$ cat config.mk
export PLATFORM = sky130hd
export DESIGN_NAME = stick_direction_auto_repeat_unit
export DESIGN_NICKNAME = d
export VERILOG_FILES = /design/src/sdar_pkg.sv /design/src/sdar_fifo.sv /design/src/sdar_front.sv /design/src/sdar_back.sv /design/src/stick_direction_auto_repeat_unit.sv
export SDC_FILE = /design/constraint.sdc
export NUM_CORES = 1
export LEC_CHECK = 0
export ABC_AREA = 1
export BUFFER_PORTS_ARGS = -buffer_cell sky130_fd_sc_hd__clkbuf_2
export CORE_MARGIN = 5
export CORE_UTILIZATION = 55
export CTS_CLUSTER_DIAMETER = 50
export CTS_CLUSTER_SIZE = 16
export DETAILED_ROUTE_END_ITERATION = 12
export HOLD_SLACK_MARGIN = 0.03
export PLACE_DENSITY = 0.76
export SYNTH_ARGS = -nofsm -noshare
export SYNTH_HDL_FRONTEND = slang
export SYNTH_SLANG_ARGS = --single-unit
$ cat constraint.sdc
create_clock -name clk -period 4.5 [get_ports clk]
set_clock_uncertainty 0.15 [all_clocks]
set_input_delay 0.9 -clock clk [delete_from_list [all_inputs] [get_ports clk]]
set_output_delay 0.9 -clock clk [all_outputs]
set_load 0.02 [all_outputs]
$ cat src/sdar_pkg.sv
// Shared types, constants and helpers for the stick direction auto-repeat block.
// No dependencies; every other file refers to it by scoped names.
package sdar_pkg;

  localparam int AXIS_W     = 16;
  localparam int MAG_W      = AXIS_W + 1;
  localparam int DZ_W       = 15;
  localparam int TIME_W     = 22;
  localparam int ELAPSED_W  = 20;
  localparam int DIR_W      = 2;
  localparam int CFG_IDX_W  = 3;
  localparam int QUEUE_DEPTH = 2;

  localparam logic [DIR_W-1:0] DIR_UP    = 2'd0;
  localparam logic [DIR_W-1:0] DIR_DOWN  = 2'd1;
  localparam logic [DIR_W-1:0] DIR_LEFT  = 2'd2;
  localparam logic [DIR_W-1:0] DIR_RIGHT = 2'd3;

  localparam logic FUNC_SAMPLE = 1'b0;
  localparam logic FUNC_TICK   = 1'b1;

  localparam logic [CFG_IDX_W-1:0] REG_DEADZONE = 3'd0;
  localparam logic [CFG_IDX_W-1:0] REG_DELAY    = 3'd1;
  localparam logic [CFG_IDX_W-1:0] REG_RATE     = 3'd2;
  localparam logic [CFG_IDX_W-1:0] REG_HSUP     = 3'd3;
  localparam logic [CFG_IDX_W-1:0] REG_VSUP     = 3'd4;

  localparam logic [DZ_W-1:0]   DEADZONE_RST = 15'd16384;
  localparam logic [TIME_W-1:0] DELAY_RST    = 22'd400000;
  localparam logic [TIME_W-1:0] RATE_RST     = 22'd100000;
  localparam logic [TIME_W-1:0] MIN_RATE     = 22'd1000;

  typedef struct packed {
    logic [DZ_W-1:0]   deadzone;
    logic [TIME_W-1:0] repeat_delay;
    logic [TIME_W-1:0] repeat_rate;
    logic              hsup;
    logic              vsup;
  } cfg_t;

  function automatic logic is_suppressed(input logic [DIR_W-1:0] dir, input cfg_t c);
    logic s;
    if (dir == DIR_LEFT || dir == DIR_RIGHT) s = c.hsup;
    else s = c.vsup;
    return s;
  endfunction

endpackage

$ cat src/sdar_fifo.sv
// Short command queue between the classifier front and the move emitter.
// Depends on sdar_pkg for its depth.
module sdar_fifo #(
  parameter int W = 9
) (
  input  logic         clk,
  input  logic         rst_n,
  input  logic         push,
  input  logic [W-1:0] wdata,
  input  logic         pop,
  output logic         full,
  output logic         valid,
  output logic [W-1:0] rdata
);

  localparam int DEPTH = sdar_pkg::QUEUE_DEPTH;
  localparam int PTR_W = (DEPTH > 1) ? $clog2(DEPTH) : 1;
  localparam int CNT_W = $clog2(DEPTH + 1);

  logic [W-1:0]     mem_r [DEPTH];
  logic [PTR_W-1:0] wr_ptr_r, wr_ptr_nxt, rd_ptr_r, rd_ptr_nxt;
  logic [CNT_W-1:0] cnt_r, cnt_nxt;
  logic             do_push, do_pop;

  assign full    = (cnt_r == CNT_W'(DEPTH));
  assign valid   = (cnt_r != '0);
  assign rdata   = mem_r[rd_ptr_r];
  assign do_push = push && !full;
  assign do_pop  = pop && valid;

  always_comb begin
    wr_ptr_nxt = wr_ptr_r;
    rd_ptr_nxt = rd_ptr_r;
    cnt_nxt    = cnt_r;
    if (do_push) begin
      wr_ptr_nxt = (wr_ptr_r == PTR_W'(DEPTH - 1)) ? '0 : wr_ptr_r + 1'b1;
    end
    if (do_pop) begin
      rd_ptr_nxt = (rd_ptr_r == PTR_W'(DEPTH - 1)) ? '0 : rd_ptr_r + 1'b1;
    end
    if (do_push && !do_pop) cnt_nxt = cnt_r + 1'b1;
    else if (do_pop && !do_push) cnt_nxt = cnt_r - 1'b1;
  end

  always_ff @(posedge clk) begin
    if (!rst_n) begin
      wr_ptr_r <= '0;
      rd_ptr_r <= '0;
      cnt_r    <= '0;
    end else begin
      wr_ptr_r <= wr_ptr_nxt;
      rd_ptr_r <= rd_ptr_nxt;
      cnt_r    <= cnt_nxt;
    end
  end

  always_ff @(posedge clk) begin
    if (do_push) mem_r[wr_ptr_r] <= wdata;
  end

`ifndef NO_ASSERTIONS
  a_no_overflow: assert property (@(posedge clk) disable iff (!rst_n) push |-> !full)
    else $error("queue push while full");
`endif

endmodule

$ cat src/sdar_front.sv
// Front end: accepts samples and ticks, keeps the hold state and timer,
// divides overdue time by the repeat rate, and queues move commands. Uses sdar_pkg.
module sdar_front #(
  parameter int MAX_MOVES = 64,
  parameter int CNT_W     = 7
) (
  input  logic                              clk,
  input  logic                              rst_n,
  input  sdar_pkg::cfg_t                    cfg,
  input  logic                              in_valid,
  output logic                              in_ready,
  input  logic                              func,
  input  logic signed [sdar_pkg::AXIS_W-1:0] stick_x,
  input  logic signed [sdar_pkg::AXIS_W-1:0] stick_y,
  input  logic                              press_started,
  input  logic [sdar_pkg::ELAPSED_W-1:0]    elapsed,
  input  logic                              q_full,
  output logic                              q_push,
  output logic [sdar_pkg::DIR_W-1:0]        q_dir,
  output logic [CNT_W-1:0]                  q_cnt
);

  localparam int EW       = sdar_pkg::ELAPSED_W;
  localparam int TW       = sdar_pkg::TIME_W;
  localparam int MW       = sdar_pkg::MAG_W;
  localparam int STEP_W   = $clog2(EW);
  localparam int AXIS_MSB = sdar_pkg::AXIS_W - 1;

  typedef enum logic [1:0] {
    ST_IDLE = 2'b01,
    ST_DIV  = 2'b10
  } front_state_t;

  front_state_t               st_r, st_nxt;
  logic                       hold_r, hold_nxt;
  logic [sdar_pkg::DIR_W-1:0] dir_r, dir_nxt;
  logic [TW-1:0]              cd_r, cd_nxt;
  logic [EW-1:0]              dvd_r, dvd_nxt;
  logic [TW-1:0]              rem_r, rem_nxt;
  logic [EW-1:0]              quo_r, quo_nxt;
  logic [STEP_W-1:0]          step_r, step_nxt;

  logic              accept;
  logic [MW-1:0]     ax, ay;
  logic              released;
  logic [sdar_pkg::DIR_W-1:0] sdir;
  logic [TW:0]       trial;
  logic              trial_ge;

  assign in_ready = (st_r == ST_IDLE) && !q_full;
  assign accept   = in_valid && in_ready;

  // Magnitudes; the most negative code gives 32768.
  assign ax = stick_x[AXIS_MSB] ? (MW'(0) - {stick_x[AXIS_MSB], stick_x})
                                : {1'b0, stick_x};
  assign ay = stick_y[AXIS_MSB] ? (MW'(0) - {stick_y[AXIS_MSB], stick_y})
                                : {1'b0, stick_y};

  assign released = (ax < MW'(cfg.deadzone)) && (ay < MW'(cfg.deadzone));

  always_comb begin
    if (ax > ay) begin
      sdir = (!stick_x[AXIS_MSB] && stick_x != '0) ? sdar_pkg::DIR_RIGHT : sdar_pkg::DIR_LEFT;
    end else begin
      sdir = (!stick_y[AXIS_MSB] && stick_y != '0) ? sdar_pkg::DIR_UP : sdar_pkg::DIR_DOWN;
    end
  end

  // One restoring-division step per cycle.
  assign trial    = {rem_r, dvd_r[EW-1]};
  assign trial_ge = (trial >= {1'b0, cfg.repeat_rate});

  always_comb begin
    st_nxt   = st_r;
    hold_nxt = hold_r;
    dir_nxt  = dir_r;
    cd_nxt   = cd_r;
    dvd_nxt  = dvd_r;
    rem_nxt  = rem_r;
    quo_nxt  = quo_r;
    step_nxt = step_r;
    q_push   = 1'b0;
    q_dir    = dir_r;
    q_cnt    = CNT_W'(1);
    case (st_r)
      ST_IDLE: begin
        if (accept) begin
          if (func == sdar_pkg::FUNC_SAMPLE) begin
            if (released) begin
              hold_nxt = 1'b0;
            end else if (press_started || !hold_r || dir_r != sdir) begin
              hold_nxt = 1'b1;
              dir_nxt  = sdir;
              cd_nxt   = cfg.repeat_delay;
              q_dir    = sdir;
              q_push   = !sdar_pkg::is_suppressed(sdir, cfg);
            end
          end else if (hold_r) begin
            if (TW'(elapsed) < cd_r) begin
              cd_nxt = cd_r - TW'(elapsed);
            end else begin
              // Overdue time, divided below to get the periods due.
              dvd_nxt  = EW'(TW'(elapsed) - cd_r);
              rem_nxt  = '0;
              quo_nxt  = '0;
              step_nxt = '0;
              st_nxt   = ST_DIV;
            end
          end
        end
      end
      ST_DIV: begin
        dvd_nxt  = {dvd_r[EW-2:0], 1'b0};
        rem_nxt  = trial_ge ? TW'(trial - {1'b0, cfg.repeat_rate}) : trial[TW-1:0];
        quo_nxt  = {quo_r[EW-2:0], trial_ge};
        step_nxt = step_r + 1'b1;
        if (step_r == STEP_W'(EW - 1)) begin
          cd_nxt = cfg.repeat_rate - rem_nxt;
          q_dir  = dir_r;
          q_cnt  = (quo_nxt >= EW'(MAX_MOVES)) ? CNT_W'(MAX_MOVES) : CNT_W'(quo_nxt) + 1'b1;
          q_push = !sdar_pkg::is_suppressed(dir_r, cfg);
          st_nxt = ST_IDLE;
        end
      end
      default: begin
        st_nxt = ST_IDLE;
      end
    endcase
  end

  always_ff @(posedge clk) begin
    if (!rst_n) begin
      st_r   <= ST_IDLE;
      hold_r <= 1'b0;
      dir_r  <= sdar_pkg::DIR_UP;
      cd_r   <= '0;
      step_r <= '0;
    end else begin
      st_r   <= st_nxt;
      hold_r <= hold_nxt;
      dir_r  <= dir_nxt;
      cd_r   <= cd_nxt;
      step_r <= step_nxt;
    end
  end

  always_ff @(posedge clk) begin
    dvd_r <= dvd_nxt;
    rem_r <= rem_nxt;
    quo_r <= quo_nxt;
  end

endmodule

$ cat src/sdar_back.sv
// Back end: takes move commands from the queue and plays them out, one move
// per transfer, flagging the final move of each command. Uses sdar_pkg.
module sdar_back #(
  parameter int CNT_W = 7
) (
  input  logic                       clk,
  input  logic                       rst_n,
  input  logic                       q_valid,
  input  logic [sdar_pkg::DIR_W-1:0] q_dir,
  input  logic [CNT_W-1:0]           q_cnt,
  output logic                       q_pop,
  output logic                       out_valid,
  input  logic                       out_ready,
  output logic [sdar_pkg::DIR_W-1:0] out_dir,
  output logic                       out_last
);

  logic                       act_r, act_nxt;
  logic [sdar_pkg::DIR_W-1:0] dir_r, dir_nxt;
  logic [CNT_W-1:0]           cnt_r, cnt_nxt;
  logic                       xfer, load;

  assign out_valid = act_r;
  assign out_dir   = dir_r;
  assign out_last  = (cnt_r == CNT_W'(1));
  assign xfer      = act_r && out_ready;
  assign load      = q_valid && (!act_r || (xfer && out_last));
  assign q_pop     = load;

  always_comb begin
    act_nxt = act_r;
    dir_nxt = dir_r;
    cnt_nxt = cnt_r;
    if (load) begin
      act_nxt = 1'b1;
      dir_nxt = q_dir;
      cnt_nxt = q_cnt;
    end else if (xfer) begin
      cnt_nxt = cnt_r - 1'b1;
      if (out_last) act_nxt = 1'b0;
    end
  end

  always_ff @(posedge clk) begin
    if (!rst_n) begin
      act_r <= 1'b0;
      cnt_r <= '0;
    end else begin
      act_r <= act_nxt;
      cnt_r <= cnt_nxt;
    end
  end

  always_ff @(posedge clk) begin
    dir_r <= dir_nxt;
  end

`ifndef NO_ASSERTIONS
  a_cnt_live: assert property (@(posedge clk) disable iff (!rst_n)
    act_r |-> cnt_r != '0)
    else $error("active command with zero moves left");
  a_drain: assert property (@(posedge clk) disable iff (!rst_n)
    (xfer && out_last && !q_valid) |=> !out_valid)
    else $error("move shown after final move with empty queue");
  a_mid_run: assert property (@(posedge clk) disable iff (!rst_n)
    (xfer && !out_last) |=> out_valid && $stable(dir_r))
    else $error("run of moves broken before its final move");
`endif

endmodule

$ cat src/stick_direction_auto_repeat_unit.sv
// Top level of the stick direction auto-repeat block: configuration
// registers, front classifier, command queue and move emitter. Uses sdar_pkg.
//
// Usage:
//   Input channel (in_*): one transfer is either a stick sample (in_tuser = 0)
//   or a time tick (in_tuser = 1). A sample may take or release the held
//   direction and then yields at most one move; a tick advances the repeat
//   timer and yields up to MAX_MOVES_PER_TICK moves of the held direction.
//   Output channel (out_*): one transfer per move, out_tlast high on the
//   final move caused by one input transfer.
//   Configuration (cfg_*): write only while the block is idle.
// Flow:
//   A sample that yields a move pushes one command into the queue; the back end
//   loads it into its registers and shows the move. A tick with periods due runs
//   a restoring divider, one quotient bit per cycle, and in_tready stays low while
//   it divides. The front accepts a sample every cycle while the queue has room;
//   moves leave at one per cycle while out_tready is high. A two-entry command queue decouples both sides.
// Reset: configuration registers return to their defaults and nothing is held.
// Stall: when out_tready is low the current move holds; the front keeps
//   accepting until the queue fills, then drops in_tready.
module stick_direction_auto_repeat_unit #(
  parameter int MAX_MOVES_PER_TICK = 64
) (
  input  logic        clk,
  input  logic        rst_n,
  // in_tdata: stick_x[15:0], stick_y[31:16], press_started[32], elapsed[52:33]
  input  logic [55:0] in_tdata,
  // in_tuser: func[0]
  input  logic        in_tuser,
  input  logic        in_tvalid,
  output logic        in_tready,
  // out_tdata: move_direction[1:0]
  output logic [7:0]  out_tdata,
  output logic        out_tlast,
  output logic        out_tvalid,
  input  logic        out_tready,
  input  logic                                cfg_we,
  input  logic [sdar_pkg::CFG_IDX_W-1:0]      cfg_index,
  input  logic [sdar_pkg::TIME_W-1:0]         cfg_wdata
);

  localparam int CNT_W = $clog2(MAX_MOVES_PER_TICK + 1);
  localparam int DW    = sdar_pkg::DIR_W;
  localparam int QW    = DW + CNT_W;

  sdar_pkg::cfg_t cfg_r, cfg_nxt;

  // Register writes; clamp the repeat rate to its floor.
  always_comb begin
    cfg_nxt = cfg_r;
    if (cfg_we) begin
      case (cfg_index)
        sdar_pkg::REG_DEADZONE: cfg_nxt.deadzone     = cfg_wdata[sdar_pkg::DZ_W-1:0];
        sdar_pkg::REG_DELAY:    cfg_nxt.repeat_delay = cfg_wdata;
        sdar_pkg::REG_RATE: begin
          cfg_nxt.repeat_rate = (cfg_wdata < sdar_pkg::MIN_RATE) ? sdar_pkg::MIN_RATE
                                                                  : cfg_wdata;
        end
        sdar_pkg::REG_HSUP:     cfg_nxt.hsup = cfg_wdata[0];
        sdar_pkg::REG_VSUP:     cfg_nxt.vsup = cfg_wdata[0];
        default: ;
      endcase
    end
  end

  always_ff @(posedge clk) begin
    if (!rst_n) begin
      cfg_r.deadzone     <= sdar_pkg::DEADZONE_RST;
      cfg_r.repeat_delay <= sdar_pkg::DELAY_RST;
      cfg_r.repeat_rate  <= sdar_pkg::RATE_RST;
      cfg_r.hsup         <= 1'b0;
      cfg_r.vsup         <= 1'b0;
    end else begin
      cfg_r <= cfg_nxt;
    end
  end

  logic          q_push, q_pop, q_full, q_valid;
  logic [DW-1:0] push_dir, q_dir, out_dir;
  logic [CNT_W-1:0] push_cnt, q_cnt;
  logic [QW-1:0] q_rdata;

  sdar_front #(
    .MAX_MOVES (MAX_MOVES_PER_TICK),
    .CNT_W     (CNT_W)
  ) u_front (
    .clk           (clk),
    .rst_n         (rst_n),
    .cfg           (cfg_r),
    .in_valid      (in_tvalid),
    .in_ready      (in_tready),
    .func          (in_tuser),
    .stick_x       (in_tdata[15:0]),
    .stick_y       (in_tdata[31:16]),
    .press_started (in_tdata[32]),
    .elapsed       (in_tdata[52:33]),
    .q_full        (q_full),
    .q_push        (q_push),
    .q_dir         (push_dir),
    .q_cnt         (push_cnt)
  );

  sdar_fifo #(
    .W (QW)
  ) u_fifo (
    .clk   (clk),
    .rst_n (rst_n),
    .push  (q_push),
    .wdata ({push_dir, push_cnt}),
    .pop   (q_pop),
    .full  (q_full),
    .valid (q_valid),
    .rdata (q_rdata)
  );

  assign q_dir = q_rdata[QW-1:CNT_W];
  assign q_cnt = q_rdata[CNT_W-1:0];

  sdar_back #(
    .CNT_W (CNT_W)
  ) u_back (
    .clk       (clk),
    .rst_n     (rst_n),
    .q_valid   (q_valid),
    .q_dir     (q_dir),
    .q_cnt     (q_cnt),
    .q_pop     (q_pop),
    .out_valid (out_tvalid),
    .out_ready (out_tready),
    .out_dir   (out_dir),
    .out_last  (out_tlast)
  );

  assign out_tdata = {(8 - DW)'(0), out_dir};

endmodule
# Yosys cells after proc, flatten, opt, wreduce, memory -nomap -nowiden
# Memories as Yosys holds them, arrays and structs flattened. A register that Yosys moved wholly into a read port is not among the register bits.
# Cells that the tools add are included.
[word_totals]
reg_bits = 168
ram_bits = 18
in_bits = 87
output_inout_bits = 11
word_cells = 188
n_memories = 1
[op_classes]
add_sub_neg = 13
n_lt_le_gt_ge = 7
eq_ne = 23
muxes = 79
bitwise = 1
reduce_logical = 45
[memory_table]
columns = ["memory", "depth", "word_bits", "rd", "rd_ports_with_merged_regs", "wr", "line_no", "text"]
rows = [
  ["u_fifo.mem_r", 2, 9, 1, 1, 1, "sdar_fifo.sv:20", "logic [W-1:0] mem_r [DEPTH];"],
]
[op_table]
columns = ["cell", "n"]
rows = [
  ["two-way mux 22 bit", 13],
  ["one-hot mux 22 bit (2 select lines)", 2],
  ["two-way mux 20 bit", 4],
  ["two-way mux 19 bit", 4],
  ["subtractor 22 bit", 2],
  ["one-hot mux 20 bit (2 select lines)", 1],
  ["one-hot mux 19 bit (2 select lines)", 1],
  ["two-way mux 7 bit", 5],
  ["< comparator 17 x 15 -> 1 bit", 2],
  ["two-way mux 17 bit", 2],
  ["subtractor 1 x 16 -> 17 bit (first input constant)", 2],
  ["nonzero test 16 bit", 2],
  ["two-way mux 1 bit", 27],
  ["two-way mux 2 bit", 13],
  [">= comparator 23 x 22 -> 1 bit", 1],
  ["< comparator 20 x 22 -> 1 bit", 1],
  ["< comparator 22 x 10 -> 1 bit (second input constant)", 1],
  ["subtractor 22 x 20 -> 22 bit", 1],
  [">= comparator 20 x 7 -> 1 bit (second input constant)", 1],
  ["two-way mux 5 bit", 4],
  ["subtractor 20 bit", 1],
  ["> comparator 17 bit", 1],
  ["equality test 2 bit (second input constant)", 6],
  ["logical AND 1 bit", 12],
  ["29 further kinds", 59],
]

# Logic depth before layout (Yosys ltp)
[depth]
word_depth = 23
mapped_depth = 29

# By module
# A second synthesis with hierarchy kept.
[hier_totals]
cells_unflattened = 2196
area_unflattened_um2 = 15160.8
[by_module_without_submodules]
columns = ["module", "instances", "cells_per_inst", "area_per_inst_um2", "seq_area_each_um2"]
rows = [
  ["sdar_front", 1, 1761, 11327.1, 2472.4],
  ["stick_direction_auto_repeat_unit", 1, 287, 2326.0, 1221.2],
  ["sdar_fifo", 1, 65, 894.6, 640.6],
  ["sdar_back", 1, 83, 613.1, 220.2],
]

# Worst setup path after synthesis
# No wires, ideal clock.
[synth_timing]
path_type = "input-to-reg"
start = "input port in_tdata[42]"
end = "register u_front.dvd_r[0] (enable)"
setup_ns = 0.443
arrival_time_ns = 3.897
t_required_ns = 3.907
path_slack_ns = 0.010
cell_stages = 11
path_buffers = 1
cell_sequence = "inv_1 ha_1 buf_6 a21o_1 a21boi_2 nand2_1 nand2_1 nand3_2 a21oi_2 o21ai_2 a21oi_2"
[synth_via]
elab_chain_cells = 3
[synth_rtl]
columns = ["element", "line_no", "text"]
rows = [
  ["start, declared", "stick_direction_auto_repeat_unit.sv:27", "input logic [55:0] in_tdata,"],
  ["< comparator 20 x 22 -> 1 bit", "sdar_front.sv:99", "if (TW'(elapsed) < cd_r) begin"],
  ["!= test 2 bit (no source line)", "--", ""],
  ["AND reduction 5 bit (no source line)", "--", ""],
  ["end signal, assigned", "sdar_front.sv:148", "dvd_r <= dvd_nxt;"],
  ["end, declared", "sdar_front.sv:38", "logic [EW-1:0] dvd_r, dvd_nxt;"],
]
# No other way between the ends.
# A chain may end at the register's enable or synchronous reset.

# Worst setup path in the final report
[layout_timing]
start = "input port in_tdata[0]"
end = "register u_fifo.cnt_r[1]"
[layout_via]
elab_chain_cells = 22
elab_cells_between_ends = 32
[layout_rtl]
columns = ["element", "line_no", "text"]
rows = [
  ["subtractor 1 x 16 -> 17 bit / nonzero test 16 bit (equally long branches)", "sdar_front.sv:54, sdar_front.sv:63", ""],
  ["two-way mux 17 bit / logical AND 1 bit (equally long branches)", "sdar_front.sv:54, sdar_front.sv:63", ""],
  ["> comparator 17 bit / two-way mux 1 bit (equally long branches)", "sdar_front.sv:62, sdar_front.sv:63", ""],
  ["two-way mux 2 bit", "sdar_front.sv:62", "if (ax > ay) begin"],
  ["equality test 2 bit", "sdar_pkg.sv:43", "if (dir == DIR_LEFT || dir == DIR_RIGHT) s = c.hsup;"],
  ["logical OR 1 bit", "sdar_pkg.sv:43", ""],
  ["two-way mux 1 bit", "sdar_pkg.sv:43", ""],
  ["two-way mux 1 bit", "sdar_front.sv:91", "end else if (press_started || !hold_r || dir_r != sdir) begin"],
  ["(+7 left out)", "--", ""],
  ["two-way mux 1 bit *", "sdar_front.sv:88", "if (func == sdar_pkg::FUNC_SAMPLE) begin"],
  ["two-way mux 1 bit *", "sdar_front.sv:87", "if (accept) begin"],
  ["one-hot mux 1 bit (2 select lines) *", "sdar_front.sv:85", "case (st_r)"],
  ["logical AND 1 bit *", "sdar_fifo.sv:28", "assign do_push = push && !full;"],
  ["via u_fifo.do_push", "sdar_fifo.sv:23", "logic do_push, do_pop;"],
  ["logical NOT 1 bit", "sdar_fifo.sv:42", "else if (do_pop && !do_push) cnt_nxt = cnt_r - 1'b1;"],
  ["logical AND 1 bit", "sdar_fifo.sv:42", ""],
  ["nonzero test 2 bit (no source line)", "--", ""],
  ["end signal, assigned", "sdar_fifo.sv:53", "cnt_r <= cnt_nxt;"],
  ["end, declared", "sdar_fifo.sv:22", "logic [CNT_W-1:0] cnt_r, cnt_nxt;"],
]
# Mark *: on every way through the listed nets, which the timed path passes. The rest lies on a longest branch. The select of a mux whose other input is x is not followed.

==> run_results.csv <==
group,metric,value,unit
run_status,status,"complete, no violations",
floorplan,start_util,56.11,%
flow_run,max-cap-violations,0,
power,seqPwrFrac,24.7,%
power,p_int,5241,µW
setup_path,timing.rr.start,"u_front.dvd_r[19]",
yosys,synth_cell_type_count,53,
setup_path,arrival,4.48,ns
route,drc_errors,0,
global_routing,track_usage,28.55,%
final_layout,design_area,0.01718,mm²
worst_hold_path,hp-class,"register to register",
yosys,synth.most_common_cell,"nand2_1",
clocking,cts_tree,"built",
route,postRouteWirelength,44210,µm
worst_hold_path,whs_path_depth,2,
power,p_sw,4905,µW
final_layout,syn_to_final_growth,16.81,%
timing,finalHoldViolCount,0,
setup_path,worst-setup-path-type,"input pin to register",
yosys,synth_commonest_cells,"471 x nand2_1, 291 x inv_1, 268 x nor2_1",
placement,globalplace.congestion,0.9693,
setup_path,r2r_slack,0.25,ns
timing,setup_slack,0.2133,ns
floorplan,io_pins,98,
yosys,yosysWarnings,0,
final_layout,drive_gt1_share,15.17,%
setup_path,slowest_delay,0.32,ns
setup_path,cp.required,4.70,ns
route,num_vias,14770,
timing,timing.fmax,233.3,MHz
yosys,synth-edff-count,81,
placement,dp_slack,-0.5603,ns
floorplan,dieWidth,173.5,µm
yosys,async_flop_share,0,%
timing,hold_slack,0.3156,ns
yosys,seq_area_frac_synth,30.97,%
route,wire_per_inst,16.73,µm
power,power.total,10150,µW
clocking,cts_buffer_depth,2,
route,drt_iter0_drc,1170,
route,avgViaCountPerCell,5.590,
power,p_clk_share,16.7,%
clocking,cts_root_buffer,"clkbuf_16",
global_routing,use_met1,38.17,%
yosys,syn-cell-area,0.01470,mm²
final_layout,fill_cells,2361,
route,postRouteAntennaNets,0,
clocking,htree_levels,4,
worst_hold_path,holdPathEnd,"cfg_r[45]",
clocking,cts_sinks,187,
setup_path,crit_path_end_kind,"register",
yosys,yosysTopAreaCell,"edfxtp_1",
timing,finalCritPeriodShare,95.26,%
timing,finalSetupTns,0,ns
yosys,synth.area.top_cells,"edfxtp_1 17%, dfxtp_1 14%, nand2_1 12%, ha_1 12%, inv_1 7.4%",
global_routing,gr-usage-met2,48.37,%
yosys,yosysTopAreaCellShare,16.54,%
placement,hpwl,34460,µm
clocking,path_clk_slew,0.08,ns
setup_path,crit_fanout,5,
power,max-vdd-ir-drop,0.4137,mV
placement,numPortBuffers,88,
timing,setup_viol,0,
power,power.leakage,0.008379,µW
yosys,ys.flop_type,"dfxtp_1",
final_layout,diodes,0,
power,powerDensity,590.7,mW/mm²
yosys,avgSynthCellArea,6.890,µm²
clocking,numCtsBuffers,17,
setup_path,r2r-end,"u_front.cd_r[20]",
power,switching_share,48.35,%
global_routing,grt_pass1_wl,70300,µm
global_routing,grt_max_degree,75,
timing,fin_crit,4.287,ns
timing,worst_slew_pin_slew,1.066,ns
timing,relSlewSlack,28.84,%
global_routing,grt_use_met3,3.751,%
yosys,ys_ff_latch,187,
setup_path,critPathLaunchType,"input pin",
floorplan,core_region_area,0.02621,mm²
clocking,worstSkewPairLatency,0.46,ns
global_routing,grt_pass1_vias,13960,
power,p_comb_share,58.6,%
final_layout,nNetsFinal,2522,
timing,maxSlewViolCount,0,
floorplan,dieArea,0.03010,mm²
floorplan,core.rowCount,59,
placement,place_area,0.01616,mm²
yosys,synth_cells,2134,
global_routing,grt_antenna_before_repair,0,
route,firstDrtPassIters,6,
worst_hold_path,hp-start,"cfg_r[45]",
setup_path,critPathTopFamily,"simple AND/OR/NAND/NOR gates",
setup_path,cp.buffers_inverters,4,
global_routing,grt_overflow_total,0,
setup_path,r2r_cells,23,
floorplan,die_h,173.5,µm
global_routing,top_usage_layer,"met2",
setup_path,crit_slowest_cell,"ha_1",
[cell type report]
class                      count  area [µm²]  area share, %
clock buffer                  17       425.4          2.477
clock inverter                15       239.0          1.391
inverter                     299        1122          6.534
multi-input combinational   1585        9052          52.70
sequential                   187        4557          26.53
tap                          335       419.2          2.440
timing repair buffer         204        1361          7.925
[through the flow]
stage,std cells,util [%]
global route,2642,65.54
floorplan,2140,-
finish,2642,65.54
global placement,2606,61.68
detailed placement,2606,61.68
CTS,2638,64.23
[power by group through the flow]
| stage | Clock, µW | Sequential (µW) | Combinational (µW) |
|---|---|---|---|
| after global placement | 0 | 2520 | 5490 |
| after CTS | 1690 | 2500 | 5640 |
| final | 1690 | 2510 | 5950 |
| after detailed placement | 0 | 2530 | 5590 |
| after floorplan | 0 | 2500 | 3830 |
| after global routing | 1760 | 2550 | 6600 |
[kinds of logic (layout without fill, tap and decap cells)]
kind of cell,after synthesis,in the layout,share of synthesized area (%)
buffers and inverters,368,535,9.837
other,2,8,0.05107
AND/OR/NAND/NOR,942,942,26.80
XOR/XNOR,65,65,3.872
AO/OA/AOI/OAI,429,429,16.26
flip-flops,187,187,30.97
adder cells (fa/ha/maj),141,141,12.20
[cells in the final DEF, fill, tap and decap left out, types with 12 or more instances in the layout]
cell type,n
nand2_1,462
inv_1,288
nor2_1,260
a21oi_1,171
o21ai_0,129
ha_1,126
buf_4,112
dfxtp_1,104
nand3_1,90
clkbuf_2,88
edfxtp_1,81
xor2_1,46
nand4_1,22
o21ai_1,19
o211ai_1,19
or2_2,19
xnor2_1,17
clkbuf_16,17
nor3_1,15
a31oi_1,13
a21o_1,12
[worst max-delay path by stage]
stage	cells past startpoint	start	to	slack (ns)
finish	29	in_tdata[0]	u_fifo.cnt_r[1]	0.21
global route	29	in_tdata[0]	u_fifo.cnt_r[1]	-0.06
CTS	28	in_tdata[0]	u_fifo.cnt_r[1]	-0.009
detailed placement	28	in_tdata[0]	u_fifo.cnt_r[1]	-0.56
global placement	28	in_tdata[0]	u_fifo.cnt_r[1]	-0.35
floorplan	11	in_tdata[42]	u_front.dvd_r[0]	0.01
[tightest hold or removal path: stages (launching register included)]
cell and delay [ns]:
dfxtp_1 0.30, inv_1 0.06, a21oi_1 0.06
[registers in the layout, summed over array words and instances, names as in the netlist, named ones only]
register          cells
u_fifo.mem_r         18
u_front.step_r        5
cfg_r                61
u_fifo.cnt_r          2
u_fifo.wr_ptr_r       1
u_front.quo_r        19
u_back.cnt_r          7
u_front.hold_r        1
u_front.cd_r         22
u_front.dir_r         2
u_front.rem_r        22
u_front.st_r          2
u_back.out_dir        2
u_front.dvd_r        20
u_fifo.rd_ptr_r       1
u_back.out_valid      1
[timing repair]
action                     4_1_cts  5_1_grt
setup endpoints to repair        2       22
hold buffers                     0        0
setup buffers                    0        4
pin swaps                        0       24
resized for setup                2       86
[layer usage]
metal,wire length [µm],part of all wire (%)
met1,19520,44
met2,20610,47
met3,2851,6.4
met4,1231,2.8
met5,0,0
No activity file was read; power rests on OpenSTA's default activity.
